### config.mk
export PLATFORM = sky130hd
export DESIGN_NAME = crc_frame_receiver
export DESIGN_NICKNAME = d
export VERILOG_FILES = /design/src/sv/cfr_pkg.sv /design/src/sv/cfr_parser.sv /design/src/sv/crc_frame_receiver.sv
export SDC_FILE = /design/constraint.sdc
export NUM_CORES = 1
export LEC_CHECK = 0
export BUFFER_PORTS_ARGS = -buffer_cell sky130_fd_sc_hd__buf_4
export CAP_MARGIN = 20
export CORE_UTILIZATION = 30
export DETAILED_ROUTE_END_ITERATION = 10
export GPL_ROUTABILITY_DRIVEN = 0
export PLACE_DENSITY = 0.44
export REMOVE_ABC_BUFFERS = 1
export SLEW_MARGIN = 10
export SYNTH_ARGS = -nofsm -noshare
export SYNTH_HDL_FRONTEND = slang
export SYNTH_HIERARCHICAL = 1
export SYNTH_SLANG_ARGS = --single-unit
### constraint.sdc
create_clock -name clk -period 15 [get_ports clk]
set_input_delay 2.25 -clock clk [delete_from_list [all_inputs] [get_ports clk]]
set_output_delay 2.25 -clock clk [all_outputs]
set_load 0.05 [all_outputs]
### src/sv/cfr_pkg.sv
// Shared types, codes and the CRC16 byte update for the frame receiver.
// No dependencies; used by the parser, the top level and the checker.
`timescale 1ns / 1ps
`default_nettype none

package cfr_pkg;

  typedef enum logic [1:0] {
    OP_BYTE  = 2'd0,
    OP_TICK  = 2'd1,
    OP_START = 2'd2,
    OP_NONE  = 2'd3
  } opcode_t;

  typedef enum logic [2:0] {
    ST_OK           = 3'd0,
    ST_TIMEOUT      = 3'd1,
    ST_CRC_ERR      = 3'd2,
    ST_CMD_MISMATCH = 3'd3,
    ST_REMOTE_ERR   = 3'd4
  } status_t;

  typedef enum logic [2:0] {
    REG_SYNC_FIRST       = 3'd0,
    REG_SYNC_SECOND      = 3'd1,
    REG_EXPECTED_COMMAND = 3'd2,
    REG_ERROR_FLAG_MASK  = 3'd3,
    REG_PAYLOAD_CAPACITY = 3'd4,
    REG_TIMEOUT_TICKS    = 3'd5
  } cfg_reg_t;

  localparam int CFG_DATA_W = 16;

  localparam logic [15:0] CRC_SEED = 16'hFFFF;
  localparam logic [15:0] CRC_POLY = 16'h8408;

  localparam logic [7:0]  RST_SYNC_FIRST       = 8'hAA;
  localparam logic [7:0]  RST_SYNC_SECOND      = 8'h55;
  localparam logic [7:0]  RST_EXPECTED_COMMAND = 8'h00;
  localparam logic [7:0]  RST_ERROR_FLAG_MASK  = 8'h01;
  localparam logic [10:0] RST_PAYLOAD_CAPACITY = 11'd1024;
  localparam logic [15:0] RST_TIMEOUT_TICKS    = 16'd200;

  typedef struct packed {
    logic [7:0]  sync_first;
    logic [7:0]  sync_second;
    logic [7:0]  expected_command;
    logic [7:0]  error_flag_mask;
    logic [10:0] payload_capacity;
    logic [15:0] timeout_ticks;
  } cfg_t;

  typedef struct packed {
    logic        kind;
    logic [9:0]  payload_index;
    logic [7:0]  payload_value;
    logic [7:0]  reply_command;
    logic [7:0]  reply_flags;
    logic [10:0] reply_length;
    status_t     status;
  } result_t;

  // Reflected CRC16-CCITT, one byte fed LSB first.
  function automatic logic [15:0] crc_feed(input logic [15:0] crc, input logic [7:0] b);
    logic [15:0] c;
    c = crc ^ {8'h00, b};
    for (int i = 0; i < 8; i++) begin
      c = c[0] ? ((c >> 1) ^ CRC_POLY) : (c >> 1);
    end
    return c;
  endfunction

endpackage

`default_nettype wire

### src/sv/cfr_parser.sv
// Frame parser: sync hunt, header, payload, CRC check and timeout timer.
// Depends on cfr_pkg; produces at most one result per accepted item.
`timescale 1ns / 1ps
`default_nettype none

module cfr_parser #(
  parameter int MAX_PAYLOAD = 1024
) (
  input  wire logic             clk,
  input  wire logic             rst,
  input  wire logic             accept,
  input  wire logic [1:0]       opcode,
  input  wire logic [7:0]       rx_byte,
  input  wire cfr_pkg::cfg_t    cfg,
  output logic                  res_valid,
  output cfr_pkg::result_t      res
);
  import cfr_pkg::*;

  localparam int LEN_W = $clog2(MAX_PAYLOAD + 1);
  localparam int CMP_W = (LEN_W > 11) ? LEN_W : 11;

  typedef enum logic [3:0] {
    PH_IDLE, PH_SYNC1, PH_SYNC2, PH_CMD, PH_FLAGS,
    PH_LEN0, PH_LEN1, PH_PAY, PH_CRC0, PH_CRC1
  } phase_t;

  phase_t            phase, phase_next;
  logic [LEN_W-1:0]  length_seen, length_seen_next;
  logic [LEN_W-1:0]  byte_count, byte_count_next;
  logic [LEN_W-1:0]  count_inc;
  logic [7:0]        len_low, len_low_next;
  logic [15:0]       running_crc, running_crc_next;
  logic [15:0]       crc_fed;
  logic [15:0]       full_length;
  logic [15:0]       elapsed, elapsed_next, elapsed_inc;
  logic [7:0]        crc_low_byte, crc_low_byte_next;
  logic [7:0]        command_seen, command_seen_next;
  logic [7:0]        flags_seen, flags_seen_next;

  assign crc_fed     = crc_feed(running_crc, rx_byte);
  assign full_length = {rx_byte, len_low};
  assign count_inc   = byte_count + 1'b1;
  assign elapsed_inc = (elapsed != 16'hFFFF) ? elapsed + 16'd1 : elapsed;

  always_comb begin
    phase_next        = phase;
    length_seen_next  = length_seen;
    byte_count_next   = byte_count;
    len_low_next      = len_low;
    running_crc_next  = running_crc;
    elapsed_next      = elapsed;
    crc_low_byte_next = crc_low_byte;
    command_seen_next = command_seen;
    flags_seen_next   = flags_seen;
    res_valid         = 1'b0;
    res               = '0;
    if (accept) begin
      unique case (opcode_t'(opcode))
        OP_START: begin
          phase_next        = PH_SYNC1;
          running_crc_next  = CRC_SEED;
          byte_count_next   = '0;
          elapsed_next      = '0;
          length_seen_next  = '0;
          len_low_next      = '0;
          crc_low_byte_next = '0;
          command_seen_next = '0;
          flags_seen_next   = '0;
        end
        OP_TICK: begin
          if (phase != PH_IDLE) begin
            elapsed_next = elapsed_inc;
            if (elapsed_inc >= cfg.timeout_ticks) begin
              phase_next = PH_IDLE;
              res_valid  = 1'b1;
              res.kind   = 1'b1;
              res.status = ST_TIMEOUT;
            end
          end
        end
        OP_BYTE: begin
          unique case (phase)
            PH_IDLE: begin
            end
            PH_SYNC1: begin
              if (rx_byte == cfg.sync_first) begin
                phase_next = PH_SYNC2;
              end
            end
            PH_SYNC2: begin
              if (rx_byte == cfg.sync_second) begin
                phase_next = PH_CMD;
              end else if (rx_byte == cfg.sync_first) begin
                phase_next = PH_SYNC2;
              end else begin
                phase_next = PH_SYNC1;
              end
              running_crc_next = CRC_SEED;
            end
            PH_CMD: begin
              command_seen_next = rx_byte;
              running_crc_next  = crc_fed;
              phase_next        = PH_FLAGS;
            end
            PH_FLAGS: begin
              flags_seen_next  = rx_byte;
              running_crc_next = crc_fed;
              phase_next       = PH_LEN0;
            end
            PH_LEN0: begin
              len_low_next     = rx_byte;
              running_crc_next = crc_fed;
              phase_next       = PH_LEN1;
            end
            PH_LEN1: begin
              running_crc_next = crc_fed;
              byte_count_next  = '0;
              if (full_length > 16'(MAX_PAYLOAD)) begin
                phase_next       = PH_SYNC1;
                running_crc_next = CRC_SEED;
              end else begin
                length_seen_next = full_length[LEN_W-1:0];
                phase_next       = (full_length == 16'd0) ? PH_CRC0 : PH_PAY;
              end
            end
            PH_PAY: begin
              running_crc_next = crc_fed;
              if (CMP_W'(byte_count) < CMP_W'(cfg.payload_capacity)) begin
                res_valid         = 1'b1;
                res.kind          = 1'b0;
                res.payload_index = 10'(byte_count);
                res.payload_value = rx_byte;
                res.reply_command = command_seen;
                res.reply_flags   = flags_seen;
                res.reply_length  = 11'(length_seen);
                res.status        = ST_OK;
              end
              byte_count_next = count_inc;
              if (count_inc >= length_seen) begin
                phase_next = PH_CRC0;
              end
            end
            PH_CRC0: begin
              crc_low_byte_next = rx_byte;
              phase_next        = PH_CRC1;
            end
            PH_CRC1: begin
              phase_next        = PH_IDLE;
              res_valid         = 1'b1;
              res.kind          = 1'b1;
              res.reply_command = command_seen;
              res.reply_flags   = flags_seen;
              res.reply_length  = 11'(length_seen);
              if ({rx_byte, crc_low_byte} != running_crc) begin
                res.status = ST_CRC_ERR;
              end else if (command_seen != cfg.expected_command) begin
                res.status = ST_CMD_MISMATCH;
              end else if ((flags_seen & cfg.error_flag_mask) != 8'd0) begin
                res.status = ST_REMOTE_ERR;
              end else begin
                res.status = ST_OK;
              end
            end
            default: begin
              phase_next = PH_IDLE;
            end
          endcase
        end
        default: begin
        end
      endcase
    end
  end

  always_ff @(posedge clk) begin
    if (rst) begin
      phase        <= PH_IDLE;
      length_seen  <= '0;
      byte_count   <= '0;
      len_low      <= '0;
      running_crc  <= CRC_SEED;
      elapsed      <= '0;
      crc_low_byte <= '0;
      command_seen <= '0;
      flags_seen   <= '0;
    end else begin
      phase        <= phase_next;
      length_seen  <= length_seen_next;
      byte_count   <= byte_count_next;
      len_low      <= len_low_next;
      running_crc  <= running_crc_next;
      elapsed      <= elapsed_next;
      crc_low_byte <= crc_low_byte_next;
      command_seen <= command_seen_next;
      flags_seen   <= flags_seen_next;
    end
  end

endmodule

`default_nettype wire

### src/sv/crc_frame_receiver.sv
// Top level of the frame receiver: configuration registers, parser and output buffer.
// Depends on cfr_pkg and cfr_parser.
`timescale 1ns / 1ps
`default_nettype none

// The receiver takes one item per clock cycle while in_stall is low. The result an
// item causes is registered in the output register, or in the second buffer entry
// while out_stall holds the output. The bytewise CRC16 update and the frame state
// machine both finish between the parser state registers and the output register. A
// two-entry output buffer lets one more item in while a result is held by out_stall;
// in_stall rises only when both entries are full. Registers must be written only
// while no frame result is outstanding.
module crc_frame_receiver #(
  parameter int MAX_PAYLOAD = 1024
) (
  input  wire logic                          clk,
  input  wire logic                          rst,
  input  wire logic                          in_valid,
  output logic                               in_stall,
  input  wire logic [1:0]                    opcode,
  input  wire logic [7:0]                    rx_byte,
  input  wire logic                          cfg_we,
  input  wire logic [2:0]                    cfg_index,
  input  wire logic [cfr_pkg::CFG_DATA_W-1:0] cfg_data,
  output logic                               out_valid,
  input  wire logic                          out_stall,
  output logic                               result_kind,
  output logic [9:0]                         payload_index,
  output logic [7:0]                         payload_value,
  output logic [7:0]                         reply_command,
  output logic [7:0]                         reply_flags,
  output logic [10:0]                        reply_length,
  output logic [2:0]                         status
);
  import cfr_pkg::*;

  cfg_t    cfg;
  logic    accept;
  logic    res_valid;
  result_t res;
  result_t out_res;
  result_t skid_res;
  logic    skid_valid;
  logic    out_free;

  always_ff @(posedge clk) begin
    if (rst) begin
      cfg.sync_first       <= RST_SYNC_FIRST;
      cfg.sync_second      <= RST_SYNC_SECOND;
      cfg.expected_command <= RST_EXPECTED_COMMAND;
      cfg.error_flag_mask  <= RST_ERROR_FLAG_MASK;
      cfg.payload_capacity <= RST_PAYLOAD_CAPACITY;
      cfg.timeout_ticks    <= RST_TIMEOUT_TICKS;
    end else if (cfg_we) begin
      unique case (cfg_reg_t'(cfg_index))
        REG_SYNC_FIRST:       cfg.sync_first       <= cfg_data[7:0];
        REG_SYNC_SECOND:      cfg.sync_second      <= cfg_data[7:0];
        REG_EXPECTED_COMMAND: cfg.expected_command <= cfg_data[7:0];
        REG_ERROR_FLAG_MASK:  cfg.error_flag_mask  <= cfg_data[7:0];
        REG_PAYLOAD_CAPACITY: cfg.payload_capacity <= cfg_data[10:0];
        REG_TIMEOUT_TICKS:    cfg.timeout_ticks    <= cfg_data[15:0];
        default: begin
        end
      endcase
    end
  end

  assign accept = in_valid && !in_stall;

  cfr_parser #(
    .MAX_PAYLOAD(MAX_PAYLOAD)
  ) u_parser (
    .clk       (clk),
    .rst       (rst),
    .accept    (accept),
    .opcode    (opcode),
    .rx_byte   (rx_byte),
    .cfg       (cfg),
    .res_valid (res_valid),
    .res       (res)
  );

  assign out_free = !out_valid || !out_stall;

  always_ff @(posedge clk) begin
    if (rst) begin
      out_valid  <= 1'b0;
      skid_valid <= 1'b0;
    end else if (out_free) begin
      if (skid_valid) begin
        out_res    <= skid_res;
        out_valid  <= 1'b1;
        skid_valid <= 1'b0;
      end else begin
        out_valid <= res_valid;
        if (res_valid) begin
          out_res <= res;
        end
      end
    end else if (res_valid) begin
      skid_res   <= res;
      skid_valid <= 1'b1;
    end
  end

  assign in_stall      = skid_valid;
  assign result_kind   = out_res.kind;
  assign payload_index = out_res.payload_index;
  assign payload_value = out_res.payload_value;
  assign reply_command = out_res.reply_command;
  assign reply_flags   = out_res.reply_flags;
  assign reply_length  = out_res.reply_length;
  assign status        = out_res.status;

endmodule

`default_nettype wire

==> results.py, run 1 <==
metrics = {
    "status": {
        "outcome": "finished clean",
    },
    "logic_synthesis": {
        "synthSimpleGateAreaFrac_pct": 18.1,
        "yosysUniqueCellTypes": 66,
        "synth_compound_area_share_pct": 8.53,
        "synth_top_area_cell": "dfxtp_1",
        "synth_edf_count": 98,
        "ys.flop_type": "dfxtp_1",
        "synth-xor-area-share_pct": 5.96,
        "synthMuxAreaShare_pct": 11.1,
        "yosysSeqAreaShare_pct": 48.3,
        "synth_top_family_by_area": "simple AND/OR/NAND/NOR gates",
        "ys.warnings.count": 6,
        "ys_seq_elements": 249,
        "synth_cells": 1204,
        "syn_area_um2": 12400,
        "synth_area_leaders": "dfxtp_1 (24%), edfxtp_1 (24%), mux2i_1 (6.3%)",
        "synth_adder_area_share_pct": 3.95,
        "synth-async-reset-ratio_pct": 0,
        "avgSynthCellArea_um2": 10.3,
        "synth_top_area_share_pct": 24.5,
    },
    "drt": {
        "vias": 8606,
        "first_pass_iters": 5,
        "wire_per_inst_um": 17.3,
        "drtIter0Drc": 463,
        "antenna_violating_nets_post_route": 0,
        "vias_per_cell": 4.74,
        "drt_wl_total_um": 31400,
        "drc_errors": 0,
    },
    "grt": {
        "antenna_found_initial": 1,
        "grt_usage_pct": 14.9,
        "grt_remaining_overflow": 0,
        "grt_pass1_vias": 8318,
        "grt_max_degree": 87,
        "grt_pass1_wl_um": 48900,
    },
    "setup_path": {
        "critical_path_class": "flip-flop to flip-flop",
        "critPathCaptureType": "flip-flop",
        "path_max_fanout": 43,
        "arrival_ps": 5380,
        "cp.required_ps": 15190,
        "cp-start-kind": "flip-flop",
    },
    "worst_hold_path": {
        "holdCritPathClass": "flip-flop to flip-flop",
    },
    "die": {
        "initial_core_util_pct": 30.7,
        "rows": 73,
        "dieArea_um2": 42000,
        "die_w_um": 205,
        "coreArea_um2": 40200,
        "fp.dieH_um": 205,
        "ioPinCount": 85,
    },
    "cts": {
        "clk_pin_slew_worst_paths_ps": 60,
        "numCtsBuffers": 30,
        "max-clock-path-buffers": 3,
        "cts.repair.resized": 0,
        "ctsHoldBuffers": 0,
        "clkLatencyLatePin_ps": 570,
        "ctsHtreeMaxLevel": 1,
        "postCtsSetupBuffers": 0,
        "cts_tree": "yes",
        "cts_sinks": 249,
        "cts_root_buffer": "clkbuf_16",
    },
    "placement": {
        "dp.cells": 1759,
        "dp_hpwl_um": 22100,
        "io_buffers": 84,
    },
    "layout": {
        "drive_above_1_share_pct": 16.3,
        "multi_input_comb_area_um2": 5900,
        "syn_to_final_growth_pct": 16.2,
        "final_common_cell": "dfxtp_1",
        "fillCellCount": 4097,
        "layout.area.seq_um2": 5970,
        "layout.nets": 1340,
        "antennaDiodeCount": 0,
        "finalNonFillerCells": 1816,
        "final_cell_mix": "dfxtp_1 (150), nor2_1 (136), edfxtp_1 (98)",
    },
    "sta": {
        "maxSlewHeadroom_pct": 27.4,
        "final.setup.tns_ps": 0,
        "rsz0062_at_grt": "no",
        "fin_crit_sh_pct": 34.6,
        "finalHoldWorstSlack_ps": 469,
        "setup_violations": 0,
        "hold_viol": 0,
        "fin_crit_ps": 5180,
        "maxSlewViolCount": 0,
        "finClkSkew_ps": 18.2,
        "tightest_slew_ps": 1090,
        "max_freq_ghz": 0.193,
    },
    "pwr": {
        "vdd_ir_drop_max_mv": 0.0554,
        "power.density_nw_per_um2": 104,
        "leakagePower_uw": 0.00564,
    },
    "flow_run": {
        "maxCapViolCount": 0,
    },
}
==> registers in the layout (all words and copies together), names as in the netlist, 10 cells and up <==
name,flops
payload_index,10
u_parser/length_seen,11
skid_res,49
reply_length,11
u_parser/elapsed,16
u_parser/byte_count,11
cfg,59
u_parser/running_crc,16
==> stage by stage <==
step	area (µm²)	setup slack [ps]	power, µW	util [%]
2_1_floorplan	12000	7720	760	-
3_3_place_gp	13400	9910	796	33.3
3_5_place_dp	13400	9840	796	33.3
4_1_cts	14300	9820	1510	35.7
5_1_grt	14300	9560	1540	35.7
6_report	14300	9820	1490	35.7
==> critical path, cell delays in order, from the launching register on <==
cell	delay [ps]
dfxtp_1	420
ha_1	340
and4_1	350
nand2_1	80
nor4_1	440
nand3b_1	180
o21a_1	140
ha_1	290
nand4_1	100
nor3_1	320
or4b_1	520
nand3_1	110
and2_1	210
o21a_1	160
nor2_1	90
a211oi_4	480
buf_4	560
==> area by class of cell <==
cell class / count / area share (%)
Timing Repair Buffer: 94 / 4.92
Clock buffer: 35 / 5.36
Clock inverter: 21 / 1.26
Tap cell: 525 / 4.58
Inverter: 44 / 1.15
Sequential cell: 249 / 41.6
Multi-Input combinational cell: 848 / 41.1
==> power by group <==
| group | internal [µW] | switching [µW] | total (µW) |
|---|---|---|---|
| logic | 28.1 | 46.4 | 74.5 |
| registers | 703 | 4.12 | 707 |
| clock network | 416 | 290 | 705 |
| total | 1150 | 340 | 1490 |
==> worst paths after layout <==
kind                                start                       to  slack [ps]  depth (start not counted)
setup / recovery      u_parser/elapsed[0]         payload_index[5]        9820                         16
hold reg to reg   u_parser/length_seen[4]  u_parser/length_seen[4]         470                          2
hold / removal    u_parser/length_seen[4]  u_parser/length_seen[4]         470                          2
setup reg to reg      u_parser/elapsed[0]         payload_index[5]        9820                         16
==> cells in the mapped netlist, drive strengths merged (3+ instances only) <==
master	instances
a2111oi	3
a211oi	5
a21o	4
a21oi	65
a22oi	11
a31oi	4
and2	50
and3	11
buf	19
clkbuf	43
dfxtp	151
edfxtp	98
ha	39
inv	44
mux2	52
mux2i	78
nand2	66
nand2b	70
nand3	25
nand3b	9
nand4	10
nor2	137
nor2b	5
nor3	13
nor4	14
o211ai	3
o21a	8
o21ai	30
o22ai	15
or2	3
or4	3
xnor2	23
xor2	61
==> kinds of logic after synthesis <==
logic type | count (synthesis)
multiplexers | 130
AND/OR/NAND/NOR | 432
XOR/XNOR | 84
buffers and inverters | 107
AO/OA/AOI/OAI | 163
adder cells (fa/ha/maj) | 39
flip-flops | 249
==> routing by layer <==
layer	vias up	share of wire, %	track usage [%]
met1	4086	50	21.4
met5	-	0.038	0
met4	2	1.9	3.76
met2	132	44	23.4
met3	42	4.0	2.21
li1	4344	-	-
Note: power is estimated with default switching activity, not from simulation.
==> run 2, diff against run 1 <==
--- a/config.mk
+++ b/config.mk
@@ -5,6 +5,7 @@
 export SDC_FILE = /design/constraint.sdc
 export NUM_CORES = 1
 export LEC_CHECK = 0
+export ABC_AREA = 1
 export BUFFER_PORTS_ARGS = -buffer_cell sky130_fd_sc_hd__buf_4
 export CAP_MARGIN = 20
 export CORE_UTILIZATION = 30
==> constraint.sdc (replaced) <==
create_clock -name clk -period 5.4 [get_ports clk]
set_input_delay 0.81 -clock clk [delete_from_list [all_inputs] [get_ports clk]]
set_output_delay 0.81 -clock clk [all_outputs]
set_load 0.05 [all_outputs]
==> run 2 against run 1 <==
Compared with the run above: global-route usage is 0.95 points higher; area after synthesis is 0.52% higher; highest routed layer is now met4; fmax increased by 28%.
==> results.py, run 2 <==
metrics = {
    "drt": {
        "antenna_violating_nets_post_route": 0,
        "vias": 9867,
        "first_pass_iters": 5,
        "vias_per_cell": 4.63,
        "drtIter0Drc": 503,
        "drt_wl_total_um": 32800,
        "drc_errors": 0,
        "wire_per_inst_um": 15.4,
    },
    "grt": {
        "grt_max_degree": 56,
        "grt_pass1_vias": 9511,
        "grt_pass1_wl_um": 52600,
        "grt_usage_pct": 15.9,
        "antenna_found_initial": 0,
        "grt_remaining_overflow": 0,
    },
    "setup_path": {
        "slowest_delay_ps": 490,
        "cp.required_ps": 5590,
        "cp-start-kind": "flip-flop",
        "path_max_fanout": 49,
        "rrSetupSlack_ps": 1360,
        "critical_path_class": "flip-flop to flip-flop",
        "cpLargestDelayFamily": "simple AND/OR/NAND/NOR gates",
        "path_buf_inv": 2,
        "crit_top_cell": "nand2_1",
        "slowest_stage": "buf_4",
        "critPathCaptureType": "flip-flop",
        "crit_path_cell_trace": "ha_1 > nand2_1 > nor2_1 > nand2_1 > nor2_2 > inv_1 > nor2_1 > nor2_1 > ha_1 > nand2_1 > nand2_1 > nand2_1 > nand2_1 > nand2_1 > nand2_1 > nand2_1 > nand2_1 > nand3_1 > a21oi_1 > o21ai_0 > nor2_4 > buf_4",
        "arrival_ps": 4230,
    },
    "logic_synthesis": {
        "synth-async-reset-ratio_pct": 0,
        "yosysMostFrequentCell": "nand2_1",
        "synth_edf_count": 98,
        "ys.warnings.count": 6,
        "synth_top_area_cell": "dfxtp_1",
        "syn_area_um2": 12400,
        "synth_area_leaders": "dfxtp_1 (24%), edfxtp_1 (24%), nand2_1 (9.5%)",
        "yosysSeqAreaShare_pct": 48.0,
        "ys.flop_type": "dfxtp_1",
        "ys_seq_elements": 249,
        "synth_cells": 1505,
        "synthTopCellsByCount": "nand2_1 (315), nor2_1 (192), inv_1 (155), dfxtp_1 (151), edfxtp_1 (98)",
        "synth_top_area_share_pct": 24.3,
        "avgSynthCellArea_um2": 8.25,
        "yosysUniqueCellTypes": 44,
    },
    "pwr": {
        "vdd_ir_drop_max_mv": 0.192,
        "leakagePower_uw": 0.00595,
        "p_sw_share_pct": 24.3,
        "p_clk_share_pct": 46.0,
        "p_comb_share_pct": 8.4,
        "power.density_nw_per_um2": 304,
        "p_switching_uw": 1070,
        "seq_power_share_pct": 45.6,
        "p_int_uw": 3350,
    },
    "cts": {
        "ctsHoldBuffers": 0,
        "clk_pin_slew_worst_paths_ps": 60,
        "cts_tree": "yes",
        "cts_root_buffer": "clkbuf_16",
        "cts.repair.resized": 0,
        "cts_sinks": 249,
        "numCtsBuffers": 30,
        "clkLatencyLatePin_ps": 570,
        "max-clock-path-buffers": 3,
        "ctsHtreeMaxLevel": 1,
        "postCtsSetupBuffers": 0,
    },
    "sta": {
        "fin_crit_sh_pct": 74.8,
        "rsz0062_at_grt": "no",
        "max_freq_ghz": 0.248,
        "tightest_slew_ps": 1070,
        "maxSlewHeadroom_pct": 28.8,
        "final.setup.tns_ps": 0,
        "maxSlewViolCount": 0,
        "setup_violations": 0,
        "finClkSkew_ps": 13.3,
        "hold_viol": 0,
        "fin_crit_ps": 4040,
    },
    "placement": {
        "dp.cells": 2071,
        "dp_hpwl_um": 23900,
        "io_buffers": 84,
    },
    "layout": {
        "antennaDiodeCount": 0,
        "syn_to_final_growth_pct": 17.1,
        "finalNonFillerCells": 2129,
        "layout.nets": 1646,
        "top_regs": "cfg (59), skid_res (49)",
        "top_register": "cfg",
        "drive_above_1_share_pct": 14.9,
        "final_common_cell": "nand2_1",
        "final_cell_mix": "nand2_1 (315), nor2_1 (189), inv_1 (155)",
        "largest_reg_flops": 59,
    },
    "die": {
        "initial_core_util_pct": 30.4,
        "coreArea_um2": 40800,
        "ioPinCount": 85,
        "die_w_um": 205,
        "rows": 74,
        "dieArea_um2": 42200,
        "fp.dieH_um": 205,
    },
    "worst_hold_path": {
        "holdCritPathClass": "primary input to flip-flop",
    },
    "flow_run": {
        "maxCapViolCount": 0,
    },
    "status": {
        "outcome": "finished clean",
    },
}
run 2: kinds of logic (layout without fill, tap and decap cells):
logic type	count (synthesis)	count (layout)	share of synthesized area (%)
buffers and inverters	225	317	7.24
XOR/XNOR	64	64	4.51
multiplexers	49	49	4.44
AO/OA/AOI/OAI	192	192	8.44
AND/OR/NAND/NOR	687	687	23.4
flip-flops	249	249	48.0
adder cells (fa/ha/maj)	39	39	3.93
run 2: layout make-up:
type                       instances  area, µm²
clock inverter                     8        104
fill                            4255      26300
clock buffer                      48        906
tap                              532        666
inverter                         167        627
sequential                       249       5970
multi-input combinational       1031       5570
timing repair buffer              94        706
run 2: final timing paths:
path | start | cells after the start | endpoint
max | u_parser/elapsed[1] | 22 | status[1]
min | cfg_data[1] | 3 | cfg[52]
max reg2reg | u_parser/elapsed[1] | 22 | status[1]
min reg2reg | cfg[3] | 2 | cfg[3]
run 2: metrics by stage:
step	total power [µW]	cell area (µm²)	hold slack [ps]	setup slack (ps)	utilization, %
2_1_floorplan	2300	12100	429	329	-
3_3_place_gp	2430	13500	450	1420	33.1
3_5_place_dp	2430	13500	450	1350	33.1
4_1_cts	4500	14500	419	1340	35.6
5_1_grt	4620	14500	440	880	35.6
6_report	4420	14500	457	1360	35.6
run 2: per-layer routing:
layer / track usage [%] / vias up / wire length (µm)
li1: - / 5079 / -
met1: 22.3 / 4572 / 16000
met2: 25.2 / 166 / 14600
met3: 2.14 / 50 / 1470
met4: 4.89 / 0 / 816
met5: 0 / - / 0
run 2: power by group through the flow:
| stage | sequential [µW] | combinational, µW | clock [µW] |
|---|---|---|---|
| final | 2020 | 371 | 2030 |
| after global routing | 2020 | 422 | 2180 |
| after CTS | 2020 | 374 | 2100 |
| after detailed placement | 2060 | 373 | 0 |
| after global placement | 2060 | 371 | 0 |
| after floorplan | 2050 | 246 | 0 |
run 2: worst register-to-register path, cell delays in order (launching register included):
cell and delay, ps:
dfxtp_1 390, ha_1 210, nand2_1 80, nor2_1 240, nand2_1 140, nor2_2 180
inv_1 200, nor2_1 130, nor2_1 70, ha_1 290, nand2_1 50, nand2_1 50
nand2_1 50, nand2_1 50, nand2_1 40, nand2_1 60, nand2_1 70, nand2_1 60
nand3_1 170, a21oi_1 240, o21ai_0 210, nor2_4 130, buf_4 490
==> run 3, diff against run 2 <==
--- a/config.mk
+++ b/config.mk
@@ -11,7 +11,7 @@
 export CORE_UTILIZATION = 30
 export DETAILED_ROUTE_END_ITERATION = 10
 export GPL_ROUTABILITY_DRIVEN = 0
-export PLACE_DENSITY = 0.44
+export PLACE_DENSITY = 0.46
 export REMOVE_ABC_BUFFERS = 1
 export SLEW_MARGIN = 10
 export SYNTH_ARGS = -nofsm -noshare
==> constraint.sdc (replaced) <==
create_clock -name clk -period 3.6 [get_ports clk]
set_input_delay 0.54 -clock clk [delete_from_list [all_inputs] [get_ports clk]]
set_output_delay 0.54 -clock clk [all_outputs]
set_load 0.05 [all_outputs]
==> run 3 against run 2 <==
Compared with the run above: core utilization up 0.77 points; largest cell class unchanged; register-to-register slack got worse by 1100 ps; clock skew about the same; via count grew 0.63%; cell area increased by 2.2%; non-clock buffer count up 20; highest routed layer unchanged; wire length grew 1.6%.
==> results.py, run 3 (same netlist as run 2, synthesis figures left out) <==
metrics = {
    "placement": {
        "post-place-ws_ps": 33.2,
        "post_dp_cell_area_um2": 13600,
        "dp_hpwl_um": 23600,
        "io_buffers": 84,
    },
    "setup_path": {
        "path_buf_inv": 3,
        "crit_path_cell_trace": "ha_4 > nand2_1 > nor2_2 > buf_4 > nand3b_1 > nor3_2 > nand3_1 > nor2_1 > nor2_1 > ha_1 > nand4_1 > a21oi_1 > nor2_1 > nand2_1 > nand3_2 > a21oi_2 > o21ai_2 > nor2_4 > buf_6 > clkbuf_16",
        "slowest_delay_ps": 380,
        "crit_top_cell": "nor2_1",
        "cp.required_ps": 3870,
        "cpLargestDelayFamily": "simple AND/OR/NAND/NOR gates",
        "path_max_fanout": 12,
        "critPathCaptureType": "flip-flop",
        "critical_path_class": "flip-flop to flip-flop",
        "slowest_stage": "dfxtp_4",
        "arrival_ps": 3620,
        "cp-start-kind": "flip-flop",
    },
    "worst_hold_path": {
        "holdCritPathClass": "primary input to flip-flop",
    },
    "sta": {
        "finalHoldWorstSlack_ps": 189,
        "fin_crit_ps": 3360,
        "setup_ws_ps": 242,
        "maxSlewHeadroom_pct": 36.6,
        "max_freq_ghz": 0.298,
        "fin_crit_sh_pct": 93.3,
        "finClkSkew_ps": 13.2,
        "hold_viol": 0,
        "maxSlewViolCount": 0,
        "setup_violations": 0,
        "tightest_slew_ps": 945,
    },
    "drt": {
        "drtIter0Drc": 625,
        "drc_errors": 0,
        "vias": 9929,
        "first_pass_iters": 6,
        "antenna_violating_nets_post_route": 0,
        "wl_met2_um": 15400,
        "drt_wl_total_um": 33400,
        "wl_met3_um": 1460,
        "wl_met1_um": 15900,
        "wire_per_inst_um": 15.5,
        "vias_per_cell": 4.63,
        "top_layer_used": "met4",
    },
    "grt": {
        "grt_usage_pct": 15.9,
        "grt_pass1_wl_um": 52900,
        "antenna_found_initial": 0,
        "grt_max_degree": 60,
        "grt_remaining_overflow": 0,
        "grt_pass1_vias": 9730,
    },
    "die": {
        "ioPinCount": 85,
        "initial_core_util_pct": 30.4,
        "dieArea_um2": 42200,
        "die_w_um": 205,
        "fp.dieH_um": 205,
        "coreArea_um2": 40800,
        "rows": 74,
    },
    "pwr": {
        "power_uw": 6760,
        "leakagePower_uw": 0.00607,
        "vdd_ir_drop_max_mv": 0.333,
        "power.density_nw_per_um2": 455,
    },
    "layout": {
        "fillCellCount": 4245,
        "drive_above_1_share_pct": 16.0,
        "layout.nets": 1665,
        "utilization_pct": 36.4,
        "largest_reg_flops": 59,
        "top_register": "cfg",
        "top_regs": "cfg (59), skid_res (49)",
        "antennaDiodeCount": 0,
        "final_cell_mix": "nand2_1 (315), nor2_1 (188), inv_1 (155)",
        "syn_to_final_growth_pct": 19.7,
        "finish.instance_area_um2": 14900,
        "final_common_cell": "nand2_1",
    },
    "cts": {
        "numCtsBuffers": 29,
        "max-clock-path-buffers": 3,
        "ctsHoldBuffers": 0,
        "ctsHtreeMaxLevel": 1,
        "cts_root_buffer": "clkbuf_16",
        "cts_sinks": 249,
        "clkLatencyLatePin_ps": 560,
        "cts_tree": "yes",
        "clk_pin_slew_worst_paths_ps": 60,
    },
    "flow_run": {
        "maxCapViolCount": 0,
    },
    "status": {
        "outcome": "finished clean",
    },
}
## run 3: cell types whose count changed in the layout (fill, tap and decap cells not counted), moves of 2 or more
cell / previous run / this run
clkbuf_16: 30 / 33
buf_6: 0 / 2
clkbuf_4: 2 / 0
dfxtp_1: 150 / 148
buf_12: 0 / 3
bufinv_16: 2 / 7
clkinv_1: 1 / 5
buf_4: 94 / 104
clkbuf_8: 8 / 0
dfxtp_4: 0 / 2
## run 3: through the flow
stage	cells	setup TNS (ps)
global placement	2084	0
global route	2146	-1190
finish	2146	0
floorplan	1447	-134850
detailed placement	2084	0
CTS	2137	0
## run 3: worst paths after layout
path / to / slack [ps] / cells after the start / from
worst max register to register: payload_index[4] / 240 / 20 / u_parser/elapsed[1]
worst max-delay path: payload_index[4] / 240 / 20 / u_parser/elapsed[1]
worst min register to register: cfg[6] / 470 / 2 / cfg[6]
worst min-delay path: cfg[56] / 190 / 3 / cfg_data[5]
## run 3: tightest hold or removal path: stages
cell and delay, ps:
buf_4 90, nand2_1 40, nand3_1 50
## run 3: per-layer routing
metal  GRT usage, %  vias to the layer above
met5              0                        -
met4           3.84                        0
met3           2.14                       39
met2           26.1                      200
met1           21.9                     4578
li1               -                     5112
## run 3: repair_timing
item | in CTS | in global routing
gates resized for setup | 0 | 17
endpoints found under the setup margin | 0 | 98
buffers inserted | 0 | 3
## run 3: power breakdown
part	switching, µW	total [µW]	leakage [µW]	internal (µW)
clock network	1200	3180	0.000490	1980
logic	368	564	0.00351	196
registers	50.5	3020	0.00207	2970
total	1620	6760	0.00607	5150
## run 3: area by class of cell
class	instances	area (µm²)	area share [%]
clock inverters	17	265	1.79
repair buffers	114	978	6.58
flip-flops and latches	249	5970	40.2
well taps	532	666	4.48
multi-input cells	1031	5600	37.7
inverters	167	627	4.22
clock buffers	36	752	5.06
